`src/rtl/elgamal_cipher_core_unit_macros.svh`:
```
// assertion macros for the elgamal cipher core
`ifndef ELGAMAL_CIPHER_CORE_UNIT_MACROS_SVH
`define ELGAMAL_CIPHER_CORE_UNIT_MACROS_SVH

// antecedent implies consequent in the same cycle
`define EGC_ASSERT_SAME(label, ante, cons, msg) \
    label: assert property (@(posedge clk) disable iff (!rst_n) (ante) |-> (cons)) \
        else $error(msg);

// antecedent implies consequent in the next cycle
`define EGC_ASSERT_NEXT(label, ante, cons, msg) \
    label: assert property (@(posedge clk) disable iff (!rst_n) (ante) |=> (cons)) \
        else $error(msg);

`endif

```
`src/rtl/egc_pkg.sv`:
```
// shared types and constants for the elgamal cipher core
package egc_pkg;

    localparam int MOD_BITS_DEF = 32;
    localparam int DATA_W       = 32;
    localparam int CMD_W        = 2;
    localparam int IDX_W        = 2;

    localparam logic [DATA_W-1:0] MODULUS_RST     = 32'd98101;
    localparam logic [DATA_W-1:0] GENERATOR_RST   = 32'd2;
    localparam logic [DATA_W-1:0] PRIVATE_KEY_RST = 32'd2;
    localparam logic [DATA_W-1:0] PUBLIC_KEY_RST  = 32'd4;

    localparam logic [IDX_W-1:0] REG_MODULUS     = 2'd0;
    localparam logic [IDX_W-1:0] REG_GENERATOR   = 2'd1;
    localparam logic [IDX_W-1:0] REG_PRIVATE_KEY = 2'd2;
    localparam logic [IDX_W-1:0] REG_PUBLIC_KEY  = 2'd3;

    localparam logic [CMD_W-1:0] CMD_KEYGEN  = 2'd0;
    localparam logic [CMD_W-1:0] CMD_ENCRYPT = 2'd1;
    localparam logic [CMD_W-1:0] CMD_DECRYPT = 2'd2;

    typedef enum logic [3:0] {
        ST_IDLE,
        ST_POW_RED,
        ST_POW_BIT,
        ST_POW_MUL,
        ST_POW_SQR,
        ST_INV_CHK,
        ST_INV_DIV,
        ST_INV_MUL,
        ST_RED,
        ST_FMUL,
        ST_DONE
    } state_t;

    typedef enum logic [1:0] {
        PH_KEY,
        PH_ENC1,
        PH_ENC2,
        PH_DEC
    } phase_t;

endpackage

```
`src/rtl/egc_mulmod.sv`:
```
// bit-serial modular multiplier, one multiplier bit per cycle
module egc_mulmod #(
    parameter int W = egc_pkg::MOD_BITS_DEF
) (
    input  logic         clk,
    input  logic         rst_n,
    input  logic         start,
    input  logic [W-1:0] op_a,     // must be below modulus
    input  logic [W-1:0] op_b,
    input  logic [W-1:0] modulus,
    output logic         done,
    output logic [W-1:0] product
);

    logic [W-1:0] acc_reg, acc_next;
    logic [W-1:0] a_reg, a_next;
    logic [W-1:0] b_reg, b_next;
    logic         busy_reg, busy_next;

    function automatic logic [W-1:0] add_mod(input logic [W-1:0] x, input logic [W-1:0] y,
                                             input logic [W-1:0] p);
        logic [W:0] s;
        s = {1'b0, x} + {1'b0, y};
        if (s >= {1'b0, p})
            s = s - {1'b0, p};
        return s[W-1:0];
    endfunction

    always_comb
    begin
        acc_next  = acc_reg;
        a_next    = a_reg;
        b_next    = b_reg;
        busy_next = busy_reg;
        done      = busy_reg && (b_reg == '0);
        priority if (start)
        begin
            acc_next  = '0;
            a_next    = op_a;
            b_next    = op_b;
            busy_next = 1'b1;
        end
        else if (busy_reg)
        begin
            if (b_reg == '0)
                busy_next = 1'b0;
            else
            begin
                if (b_reg[0])
                    acc_next = add_mod(acc_reg, a_reg, modulus);
                a_next = add_mod(a_reg, a_reg, modulus);
                b_next = b_reg >> 1;
            end
        end
        else
            busy_next = 1'b0;
    end

    always_ff @(posedge clk or negedge rst_n)
    begin
        if (!rst_n)
            busy_reg <= 1'b0;
        else
            busy_reg <= busy_next;
    end

    always_ff @(posedge clk)
    begin
        acc_reg <= acc_next;
        a_reg   <= a_next;
        b_reg   <= b_next;
    end

    assign product = acc_reg;

endmodule

```
`src/rtl/egc_divu.sv`:
```
// restoring divider, one quotient bit per cycle
module egc_divu #(
    parameter int W = egc_pkg::MOD_BITS_DEF
) (
    input  logic         clk,
    input  logic         rst_n,
    input  logic         start,
    input  logic [W-1:0] dividend,
    input  logic [W-1:0] divisor,
    output logic         done,
    output logic [W-1:0] quotient,
    output logic [W-1:0] remainder
);

    localparam int CW = $clog2(W + 1);

    logic [W-1:0]  rem_reg, rem_next;
    logic [W-1:0]  quo_reg, quo_next;
    logic [W-1:0]  dvs_reg, dvs_next;
    logic [CW-1:0] cnt_reg, cnt_next;
    logic          busy_reg, busy_next;
    logic [W:0]    trial;

    always_comb
    begin
        rem_next  = rem_reg;
        quo_next  = quo_reg;
        dvs_next  = dvs_reg;
        cnt_next  = cnt_reg;
        busy_next = busy_reg;
        done      = busy_reg && (cnt_reg == '0);
        trial     = {rem_reg, quo_reg[W-1]};
        priority if (start)
        begin
            rem_next  = '0;
            quo_next  = dividend;
            dvs_next  = divisor;
            cnt_next  = CW'(W);
            busy_next = 1'b1;
        end
        else if (busy_reg)
        begin
            if (cnt_reg == '0)
                busy_next = 1'b0;
            else
            begin
                if (trial >= {1'b0, dvs_reg})
                begin
                    trial    = trial - {1'b0, dvs_reg};
                    quo_next = {quo_reg[W-2:0], 1'b1};
                end
                else
                    quo_next = {quo_reg[W-2:0], 1'b0};
                rem_next = trial[W-1:0];
                cnt_next = cnt_reg - CW'(1);
            end
        end
        else
            busy_next = 1'b0;
    end

    always_ff @(posedge clk or negedge rst_n)
    begin
        if (!rst_n)
        begin
            busy_reg <= 1'b0;
            cnt_reg  <= '0;
        end
        else
        begin
            busy_reg <= busy_next;
            cnt_reg  <= cnt_next;
        end
    end

    always_ff @(posedge clk)
    begin
        rem_reg <= rem_next;
        quo_reg <= quo_next;
        dvs_reg <= dvs_next;
    end

    assign quotient  = quo_reg;
    assign remainder = rem_reg;

endmodule

```
`src/rtl/elgamal_cipher_core_unit.sv`:
```
// top level: elgamal key derivation, encryption and decryption sequencer
// One word in, one word out. All arithmetic runs on a single bit-serial modular
// multiplier (one multiplier bit per cycle, W = min(MOD_BITS, 32)) and, for
// decryption, a restoring divider for the euclid steps. An exponentiation costs
// a squaring per exponent bit plus a multiply per set bit, after the base is
// reduced. Key derivation is one exponentiation, encryption two plus a final
// product and decryption one plus up to about 1.5*W euclid steps and a final
// product. The input is not ready while an item is in work; a finished result
// waits in the output register while the next item starts.
module elgamal_cipher_core_unit #(
    parameter int MOD_BITS = egc_pkg::MOD_BITS_DEF
) (
    input  logic                          clk,
    input  logic                          rst_n,
    input  logic                          s_tvalid,
    output logic                          s_tready,
    input  logic [63:0]                   s_tdata,   // operand_a, operand_b
    input  logic [egc_pkg::CMD_W-1:0]     s_tuser,   // command
    output logic                          m_tvalid,
    input  logic                          m_tready,
    output logic [63:0]                   m_tdata,   // result_first, result_second
    output logic                          m_tuser,   // status
    input  logic                          cfg_valid,
    output logic                          cfg_ready,
    input  logic [egc_pkg::IDX_W-1:0]     cfg_index,
    input  logic [egc_pkg::DATA_W-1:0]    cfg_data
);

    `include "elgamal_cipher_core_unit_macros.svh"

    localparam int DW = (MOD_BITS < egc_pkg::DATA_W) ? MOD_BITS : egc_pkg::DATA_W;

    logic [egc_pkg::DATA_W-1:0] modulus_reg, generator_reg, private_key_reg, public_key_reg;

    egc_pkg::state_t state_reg, state_next;
    egc_pkg::phase_t phase_reg, phase_next;
    logic [egc_pkg::CMD_W-1:0] cmd_reg, cmd_next;
    logic [DW-1:0] opa_reg, opa_next, opb_reg, opb_next;
    logic [DW-1:0] acc_reg, acc_next, base_reg, base_next, exp_reg, exp_next;
    logic [DW-1:0] r0_reg, r0_next, r1_reg, r1_next, t0_reg, t0_next, t1_reg, t1_next;
    logic [DW-1:0] first_reg, first_next, second_reg, second_next;
    logic          status_reg, status_next;
    logic [egc_pkg::DATA_W-1:0] mfirst_reg, mfirst_next, msecond_reg, msecond_next;
    logic          mstatus_reg, mstatus_next, mvalid_reg, mvalid_next;

    logic [DW-1:0] p_w, g_w, x_w, y_w, in_a, in_b;
    logic          mul_start, mul_done, div_start, div_done;
    logic [DW-1:0] mul_a, mul_b, mul_res, div_quo, div_rem;

    assign p_w  = modulus_reg[DW-1:0];
    assign g_w  = generator_reg[DW-1:0];
    assign x_w  = private_key_reg[DW-1:0];
    assign y_w  = public_key_reg[DW-1:0];
    assign in_a = s_tdata[DW-1:0];
    assign in_b = s_tdata[32+DW-1:32];

    assign cfg_ready = 1'b1;

    always_ff @(posedge clk or negedge rst_n)
    begin
        if (!rst_n)
        begin
            modulus_reg     <= egc_pkg::MODULUS_RST;
            generator_reg   <= egc_pkg::GENERATOR_RST;
            private_key_reg <= egc_pkg::PRIVATE_KEY_RST;
            public_key_reg  <= egc_pkg::PUBLIC_KEY_RST;
        end
        else if (cfg_valid)
        begin
            unique case (cfg_index)
                egc_pkg::REG_MODULUS:     modulus_reg     <= cfg_data;
                egc_pkg::REG_GENERATOR:   generator_reg   <= cfg_data;
                egc_pkg::REG_PRIVATE_KEY: private_key_reg <= cfg_data;
                egc_pkg::REG_PUBLIC_KEY:  public_key_reg  <= cfg_data;
            endcase
        end
    end

    egc_mulmod #(.W(DW)) u_mul (
        .clk     (clk),
        .rst_n   (rst_n),
        .start   (mul_start),
        .op_a    (mul_a),
        .op_b    (mul_b),
        .modulus (p_w),
        .done    (mul_done),
        .product (mul_res)
    );

    egc_divu #(.W(DW)) u_div (
        .clk       (clk),
        .rst_n     (rst_n),
        .start     (div_start),
        .dividend  (r0_reg),
        .divisor   (r1_reg),
        .done      (div_done),
        .quotient  (div_quo),
        .remainder (div_rem)
    );

    assign s_tready = (state_reg == egc_pkg::ST_IDLE);

    always_comb
    begin
        state_next   = state_reg;
        phase_next   = phase_reg;
        cmd_next     = cmd_reg;
        opa_next     = opa_reg;
        opb_next     = opb_reg;
        acc_next     = acc_reg;
        base_next    = base_reg;
        exp_next     = exp_reg;
        r0_next      = r0_reg;
        r1_next      = r1_reg;
        t0_next      = t0_reg;
        t1_next      = t1_reg;
        first_next   = first_reg;
        second_next  = second_reg;
        status_next  = status_reg;
        mfirst_next  = mfirst_reg;
        msecond_next = msecond_reg;
        mstatus_next = mstatus_reg;
        mvalid_next  = mvalid_reg && !m_tready;
        mul_start    = 1'b0;
        mul_a        = '0;
        mul_b        = '0;
        div_start    = 1'b0;

        unique case (state_reg)
            egc_pkg::ST_IDLE:
            begin
                if (s_tvalid)
                begin
                    cmd_next    = s_tuser;
                    opa_next    = in_a;
                    opb_next    = in_b;
                    first_next  = '0;
                    second_next = '0;
                    status_next = 1'b0;
                    state_next  = egc_pkg::ST_DONE;
                    // modulus of 0 or 1 gives zeros, decrypt flags failure
                    if (p_w < DW'(2))
                        status_next = (s_tuser == egc_pkg::CMD_DECRYPT);
                    else if (s_tuser == egc_pkg::CMD_KEYGEN)
                    begin
                        mul_start  = 1'b1;
                        mul_a      = DW'(1);
                        mul_b      = g_w;
                        exp_next   = x_w;
                        phase_next = egc_pkg::PH_KEY;
                        state_next = egc_pkg::ST_POW_RED;
                    end
                    else if (s_tuser == egc_pkg::CMD_ENCRYPT)
                    begin
                        mul_start  = 1'b1;
                        mul_a      = DW'(1);
                        mul_b      = g_w;
                        exp_next   = in_b;
                        phase_next = egc_pkg::PH_ENC1;
                        state_next = egc_pkg::ST_POW_RED;
                    end
                    else if (s_tuser == egc_pkg::CMD_DECRYPT)
                    begin
                        mul_start  = 1'b1;
                        mul_a      = DW'(1);
                        mul_b      = in_a;
                        exp_next   = x_w;
                        phase_next = egc_pkg::PH_DEC;
                        state_next = egc_pkg::ST_POW_RED;
                    end
                end
            end

            // base reduced mod p as 1 * base
            egc_pkg::ST_POW_RED:
            begin
                if (mul_done)
                begin
                    base_next  = mul_res;
                    acc_next   = DW'(1);
                    state_next = egc_pkg::ST_POW_BIT;
                end
            end

            egc_pkg::ST_POW_BIT:
            begin
                if (exp_reg == '0)
                begin
                    unique case (phase_reg)
                        egc_pkg::PH_KEY:
                        begin
                            first_next = acc_reg;
                            state_next = egc_pkg::ST_DONE;
                        end
                        egc_pkg::PH_ENC1:
                        begin
                            first_next = acc_reg;
                            exp_next   = opb_reg;
                            phase_next = egc_pkg::PH_ENC2;
                            mul_start  = 1'b1;
                            mul_a      = DW'(1);
                            mul_b      = y_w;
                            state_next = egc_pkg::ST_POW_RED;
                        end
                        egc_pkg::PH_ENC2:
                        begin
                            mul_start  = 1'b1;
                            mul_a      = DW'(1);
                            mul_b      = opa_reg;
                            state_next = egc_pkg::ST_RED;
                        end
                        egc_pkg::PH_DEC:
                        begin
                            r0_next    = p_w;
                            r1_next    = acc_reg;
                            t0_next    = '0;
                            t1_next    = DW'(1);
                            state_next = egc_pkg::ST_INV_CHK;
                        end
                    endcase
                end
                else if (exp_reg[0])
                begin
                    mul_start  = 1'b1;
                    mul_a      = acc_reg;
                    mul_b      = base_reg;
                    state_next = egc_pkg::ST_POW_MUL;
                end
                else
                begin
                    mul_start  = 1'b1;
                    mul_a      = base_reg;
                    mul_b      = base_reg;
                    state_next = egc_pkg::ST_POW_SQR;
                end
            end

            egc_pkg::ST_POW_MUL:
            begin
                if (mul_done)
                begin
                    acc_next   = mul_res;
                    mul_start  = 1'b1;
                    mul_a      = base_reg;
                    mul_b      = base_reg;
                    state_next = egc_pkg::ST_POW_SQR;
                end
            end

            egc_pkg::ST_POW_SQR:
            begin
                if (mul_done)
                begin
                    base_next  = mul_res;
                    exp_next   = exp_reg >> 1;
                    state_next = egc_pkg::ST_POW_BIT;
                end
            end

            egc_pkg::ST_INV_CHK:
            begin
                if (r1_reg == '0)
                begin
                    if (r0_reg == DW'(1))
                    begin
                        acc_next   = t0_reg;
                        mul_start  = 1'b1;
                        mul_a      = DW'(1);
                        mul_b      = opb_reg;
                        state_next = egc_pkg::ST_RED;
                    end
                    else
                    begin
                        status_next = 1'b1;
                        state_next  = egc_pkg::ST_DONE;
                    end
                end
                else
                begin
                    div_start  = 1'b1;
                    state_next = egc_pkg::ST_INV_DIV;
                end
            end

            egc_pkg::ST_INV_DIV:
            begin
                if (div_done)
                begin
                    r0_next    = r1_reg;
                    r1_next    = div_rem;
                    mul_start  = 1'b1;
                    mul_a      = t1_reg;
                    mul_b      = div_quo;
                    state_next = egc_pkg::ST_INV_MUL;
                end
            end

            egc_pkg::ST_INV_MUL:
            begin
                if (mul_done)
                begin
                    // t0 - q*t1 mod p, wraps back into range on borrow
                    if (t0_reg >= mul_res)
                        t1_next = t0_reg - mul_res;
                    else
                        t1_next = t0_reg - mul_res + p_w;
                    t0_next    = t1_reg;
                    state_next = egc_pkg::ST_INV_CHK;
                end
            end

            egc_pkg::ST_RED:
            begin
                if (mul_done)
                begin
                    mul_start  = 1'b1;
                    mul_a      = mul_res;
                    mul_b      = acc_reg;
                    state_next = egc_pkg::ST_FMUL;
                end
            end

            egc_pkg::ST_FMUL:
            begin
                if (mul_done)
                begin
                    if (cmd_reg == egc_pkg::CMD_ENCRYPT)
                        second_next = mul_res;
                    else
                        first_next = mul_res;
                    state_next = egc_pkg::ST_DONE;
                end
            end

            egc_pkg::ST_DONE:
            begin
                if (!mvalid_reg || m_tready)
                begin
                    mfirst_next  = egc_pkg::DATA_W'(first_reg);
                    msecond_next = egc_pkg::DATA_W'(second_reg);
                    mstatus_next = status_reg;
                    mvalid_next  = 1'b1;
                    state_next   = egc_pkg::ST_IDLE;
                end
            end

            default:
                state_next = egc_pkg::ST_IDLE;
        endcase
    end

    always_ff @(posedge clk or negedge rst_n)
    begin
        if (!rst_n)
        begin
            state_reg  <= egc_pkg::ST_IDLE;
            phase_reg  <= egc_pkg::PH_KEY;
            mvalid_reg <= 1'b0;
        end
        else
        begin
            state_reg  <= state_next;
            phase_reg  <= phase_next;
            mvalid_reg <= mvalid_next;
        end
    end

    always_ff @(posedge clk)
    begin
        cmd_reg     <= cmd_next;
        opa_reg     <= opa_next;
        opb_reg     <= opb_next;
        acc_reg     <= acc_next;
        base_reg    <= base_next;
        exp_reg     <= exp_next;
        r0_reg      <= r0_next;
        r1_reg      <= r1_next;
        t0_reg      <= t0_next;
        t1_reg      <= t1_next;
        first_reg   <= first_next;
        second_reg  <= second_next;
        status_reg  <= status_next;
        mfirst_reg  <= mfirst_next;
        msecond_reg <= msecond_next;
        mstatus_reg <= mstatus_next;
    end

    assign m_tvalid = mvalid_reg;
    assign m_tdata  = {msecond_reg, mfirst_reg};
    assign m_tuser  = mstatus_reg;

    `EGC_ASSERT_NEXT(a_busy_after_accept, s_tvalid && s_tready, !s_tready, "ready after accept")
    `EGC_ASSERT_SAME(a_units_exclusive, 1'b1, !(mul_done && div_done), "both units done")
    `EGC_ASSERT_SAME(a_out_from_done, $rose(mvalid_reg), $past(state_reg) == egc_pkg::ST_DONE, "stray result")
    `EGC_ASSERT_SAME(a_fail_zero, m_tvalid && m_tuser, m_tdata[31:0] == 32'd0, "failed result nonzero")

endmodule
```
`config.mk`:
```
export PLATFORM = sky130hd
export DESIGN_NAME = elgamal_cipher_core_unit
export DESIGN_NICKNAME = d
export VERILOG_FILES = /design/src/rtl/egc_pkg.sv /design/src/rtl/egc_mulmod.sv /design/src/rtl/egc_divu.sv /design/src/rtl/elgamal_cipher_core_unit.sv
export VERILOG_INCLUDE_DIRS = /design/src /design/src/rtl
export SDC_FILE = /design/constraint.sdc
export NUM_CORES = 2
export LEC_CHECK = 0
export BUFFER_PORTS_ARGS = -buffer_cell sky130_fd_sc_hd__buf_4
export CAP_MARGIN = 0
export CORE_ASPECT_RATIO = 1.25
export CORE_MARGIN = 2
export CORE_UTILIZATION = 35
export DETAILED_ROUTE_END_ITERATION = 16
export PLACE_DENSITY_LB_ADDON = 0.1
export SLEW_MARGIN = 15
export SYNTH_ARGS = -nofsm -noshare
export SYNTH_HDL_FRONTEND = slang
export SYNTH_SLANG_ARGS = --single-unit
```
`constraint.sdc`:
```
create_clock -name clk -period 16.2 [get_ports clk]
set_clock_uncertainty 0.1 [all_clocks]
set_input_delay 4.86 -clock clk [delete_from_list [all_inputs] [get_ports clk]]
set_output_delay 4.86 -clock clk [all_outputs]
set_load 0.02 [all_outputs]
```
## Word-level counts from Yosys, hierarchy flattened

Index checks and enable logic that the tools add are counted.

| word-level totals | value |
|---|---|
| output and inout port bits | 68 |
| word-level logic and storage cells | 273 |
| register bits after elaboration | 755 |
| input bits | 105 |

| operators by class | value |
|---|---|
| order comparisons | 5 |
| muxes and demuxes | 135 |
| reductions and logical operators | 48 |
| bitwise gates (word level) | 2 |
| eq/ne operators | 43 |
| add/sub/neg operators | 8 |

Operators with widths:

| operator | number |
|---|---|
| 32-bit 2-to-1 mux | 59 |
| 32-bit one-hot mux with 2 select lines | 6 |
| 32-bit one-hot mux with 6 select lines | 2 |
| 32-bit one-hot mux with 3 select lines | 3 |
| 32-bit subtractor | 4 |
| 33-bit by 32-bit greater-or-equal comparator with 1-bit output | 3 |
| 32-bit zero test | 3 |
| 32-bit by 32-bit adder with 33-bit output | 2 |
| 4-bit 2-to-1 mux | 14 |
| 4-bit one-hot mux with 10 select lines | 1 |
| 2-bit inequality test (second input constant) | 19 |
| 1-bit 2-to-1 mux | 34 |
| 32-bit adder | 1 |
| 32-bit by 1-bit equality test with 1-bit output (second input constant) | 1 |
| 32-bit greater-or-equal comparator | 1 |
| 32-bit by 2-bit less-than comparator with 1-bit output (second input constant) | 1 |
| 2-bit AND reduction | 10 |
| 6-bit 2-to-1 mux | 3 |
| 4-bit by 3-bit equality test with 1-bit output (second input constant) | 4 |
| 2-bit 2-to-1 mux | 8 |
| 4-bit one-hot mux with 4 select lines | 1 |
| 4-bit AND reduction | 4 |
| 2-bit nonzero test | 7 |
| 4-bit equality test (second input constant) | 3 |
| 25 further kinds | 47 |

## Logic depth before layout (Yosys ltp)

| logic depth | value |
|---|---|
| depth in word-level cells | 9 |
| mapped depth | 24 |
| mapped depth without buffers | 23 |

## Hierarchy

A second synthesis with hierarchy kept.

| unflattened totals | value |
|---|---|
| cell total of the unflattened synthesis | 4006 |
| area, all modules | 43514.2 um2 |

Modules (own cells, without submodules):

| module | sequential area each (um2) | area each (um2) | instances | cells an instance |
|---|---|---|---|---|
| elgamal_cipher_core_unit | 16009.1 | 27739.1 | 1 | 2296 |
| egc_mulmod | 2587.5 | 9614.2 | 1 | 1103 |
| egc_divu | 2737.6 | 6160.9 | 1 | 607 |

## Worst setup path after synthesis

OpenSTA, ideal clock, no wires.

| timing path | value |
|---|---|
| path type | input to register |
| start | in m_tready |
| end | reg mstatus_reg, in the netlist m_tuser (enable) |
| setup slack | 6.209 ns |
| buffers on the path | 0 |
| setup time | 0.568 ns |
| arrival | 9.324 ns |
| data required time | 15.532 ns |
| stages on the path | 2 |
| cell sequence | nor2b_1 -> nor3_1 |

| between the ends | value |
|---|---|
| cells in the longest elaborated chain, start to end | 2 |

RTL lines:

| item | RTL line | source |
|---|---|---|
| start: declaration | elgamal_cipher_core_unit.sv:20 | `input logic m_tready,` |
| 1-bit logical OR | elgamal_cipher_core_unit.sv:337 | `if (!mvalid_reg \|\| m_tready)` |
| 2-bit AND reduction (no line) | -- |  |
| end signal: assignment | elgamal_cipher_core_unit.sv:385 | `mstatus_reg <= mstatus_next;` |
| end: declaration | elgamal_cipher_core_unit.sv:44 | `logic mstatus_reg, mstatus_next, mvalid_reg, mvalid_next;` |

No other way between the ends.
A chain may end at the register's enable or synchronous reset.

## Final worst setup path

| timing path | value |
|---|---|
| start | reg state_reg[0] |
| end | out s_tready |

| between the ends | value |
|---|---|
| cells in the longest elaborated chain, start to end | 1 |

RTL lines:

| item | RTL line | source |
|---|---|---|
| start: declaration | elgamal_cipher_core_unit.sv:35 | `egc_pkg::state_t state_reg, state_next;` |
| start signal: assignment | elgamal_cipher_core_unit.sv:356 | `state_reg <= egc_pkg::ST_IDLE;` |
| start signal: assignment | elgamal_cipher_core_unit.sv:362 | `state_reg <= state_next;` |
| 4-bit zero test | elgamal_cipher_core_unit.sv:101 | `assign s_tready = (state_reg == egc_pkg::ST_IDLE);` |
| end: declaration | elgamal_cipher_core_unit.sv:16 | `output logic s_tready,` |

No other way between the ends.

==> flow_summary.toml <==
[status]
status = "finished clean"

[placement]
port_buffers = 171
post-place-cells = 5561
placement.cell_area_mm2 = 0.04514
place_congestion = 0.9235
hpwlAfterDp_mm = 124.2

[power_and_ir_drop]
p_leak_uw = 0.01842
p_per_area_mw_per_mm2 = 217.2
irDropWorstVdd_uv = 167.2

[detailed_routing]
vias = 32990
drc = 0
ant_nets = 0
firstDrtPassIters = 7
initialDrtViolationCount = 3081
wirelength_mm = 166.6
avgRoutedWirePerCell_um = 29.12
vias_per_cell = 5.766

[floorplanning]
dieArea_mm2 = 0.1230
num_io_pins = 173
die_y_um = 391.6
start_util_pct = 35.18
rows = 142
coreArea_mm2 = 0.1196
die_w_um = 314.1

[sta]
slew_headroom_pct = 20.91
fmax_mhz = 131.4
setup_viol = 0
finalSetupTns_ns = 0
min_period_over_period_pct = 46.97
rsz0062_at_grt = "false"
worst_pin_slew_ns = 1.183
hold_violations = 0
period_needed_ns = 7.609
maxSlewViolCount = 0

[synthesis]
synth_largest_area_cell = "edfxtp_1"
ys_seq_area_share_pct = 50.71
syn_area_mm2 = 0.04207
synth-async-reset-ratio_pct = 18.94
avgSynthCellArea_um2 = 10.66
ys_seq_elements = 755
yosysMostFrequentCell = "edfxtp_1"
synth_commonest_cells = "548 x edfxtp_1, 391 x nand2_1, 290 x a21oi_1"
synth_cell_types = 95
synthesis.instances = 3946
synthTopCellsByArea = "edfxtp_1 39%, dfrtp_1 7.6%, ha_1 5.9%"
synthesis.nets = 4254
synth_ff_type = "edfxtp_1"
yosysWarnings = 0
synth_edf_count = 548
yosysTopAreaCellShare_pct = 39.12

[global_routing]
grt_max_degree = 92
grt_pass1_vias = 32560
gr-usage-all-layers_pct = 26.63
antenna_found_initial = 10
grt_pass1_wl_mm = 236.0
grt.overflow.total = 0

[setup_path]
r2r_slack_ns = 9.92
end_kind = "output port"
crit_start = "state_reg[0]"
startpoint_type = "flop"
crit_arrival_ns = 2.65
r2r_start = "u_mul.product[0]"
worstPathRequired_ns = 11.24
reg2reg_depth = 22
crit_end = "s_tready"
critical-path-max-stage-delay_ns = 1.02
rr_endpoint = "t1_reg[29]"
critical-path-slowest-cell = "nor4_1"
critPathKind = "flop to output port"
cp_max_fo = 21
cp_cell_sequence = "nor4_1 -> buf_4"

[layout]
synthToLayoutAreaGrowth_pct = 14.32
nets = 4372
fin_area_mm2 = 0.04809
fin_cells = 5722
drive_gt1_share_pct = 14.17

[clocking]
cts.reportedPaths.clkPinSlew_ns = 0.06
cts_resized = 0
cts-root-buf = "clkbuf_16"
clock_sinks = 755
numCtsBuffers = 84
cts_tree = "done"
ctsLongestPathBuffers = 3
post_cts_buffers = 0
ctsHoldBuffers = 0
clkLatencyLatePin_ns = 0.70
cts_max_level = 3

[run]
drv_cap = 0

[hold_path]
hp-class = "flop to flop"
[cells by family after synthesis]
logic type      Yosys count  share of synthesized area, %
compound gates         1206                         19.26
xor+xnor                161                         3.352
fa+ha+maj               203                         6.145
buf+inv                 357                         3.337
flops                   755                         50.71
mux                     230                         5.883
other cells               1                      0.008914
simple gates           1033                         11.30
[metrics by stage]
| stage | hold slack, ns | setup slack [ns] | util, % | power, µW |
|---|---|---|---|---|
| floorplan | 0.3003 | 6.209 | - | 6912 |
| global placement | 0.3022 | 8.428 | 37.75 | 8337 |
| detailed placement | 0.3045 | 8.427 | 37.75 | 8358 |
| CTS | 0.3076 | 8.637 | 40.20 | 10440 |
| global route | 0.3225 | 8.552 | 40.22 | 11160 |
| finish | 0.3159 | 8.591 | 40.22 | 10450 |
[layout by cell type (no fill, tap or decap), types with 69 or more instances in the layout]
| master | instances |
|---|---|
| edfxtp_1 | 548 |
| nand2_1 | 390 |
| a21oi_1 | 289 |
| o21ai_0 | 264 |
| nor2_1 | 238 |
| buf_4 | 235 |
| ha_1 | 196 |
| inv_1 | 149 |
| mux2_2 | 138 |
| dfrtp_1 | 128 |
| a21o_1 | 127 |
| xnor2_1 | 100 |
| mux2i_1 | 92 |
| a22o_1 | 91 |
| clkbuf_16 | 85 |
| nand3_1 | 75 |
| nor3_1 | 69 |
[final cells by class]
cell class	count	area, µm²
Fill cell	11780	71480
Sequential cell	755	21330
Multi-Input combinational cell	2834	19480
Clock buffer	112	2349
Tap cell	1584	1982
Timing Repair Buffer	237	1795
Clock inverter	46	576.8
Inverter	152	570.5
Antenna cell	2	5.005
[where the power goes]
part	switching, µW	internal, µW
logic	3400	2290
clock network	870	1180
registers	284	2430
total	4550	5900
[per-layer routing]
layer  vias to the layer above  wire length [µm]  track usage [%]  part of all wire [%]
li1                      15160                 -                -                     -
met1                     16480             65440            31.62                    39
met2                      1036             80290            45.22                    48
met3                       307              8166            3.319                   4.9
met4                         8             12700            17.59                   7.6
met5                         -                51                0                 0.031
[critical path: cells and delay by family (launching register included)]
kind / cells / cell delay [ns]
and+or+nand+nor: 1 / 1.02
DFF: 1 / 0.64
buffers and inverters: 1 / 0.29
[worst min path at each step]
| stage | from | to | slack (ns) | depth (start not counted) |
|---|---|---|---|---|
| floorplan | status_reg | m_tuser | 0.30 | 0 |
| global placement | second_reg[21] | msecond_reg[21] | 0.30 | 0 |
| detailed placement | first_reg[14] | mfirst_reg[14] | 0.30 | 0 |
| CTS | second_reg[25] | msecond_reg[25] | 0.31 | 0 |
| global route | second_reg[6] | msecond_reg[6] | 0.32 | 0 |
| finish | second_reg[25] | msecond_reg[25] | 0.32 | 0 |
No activity file was read; power rests on OpenSTA's default activity.
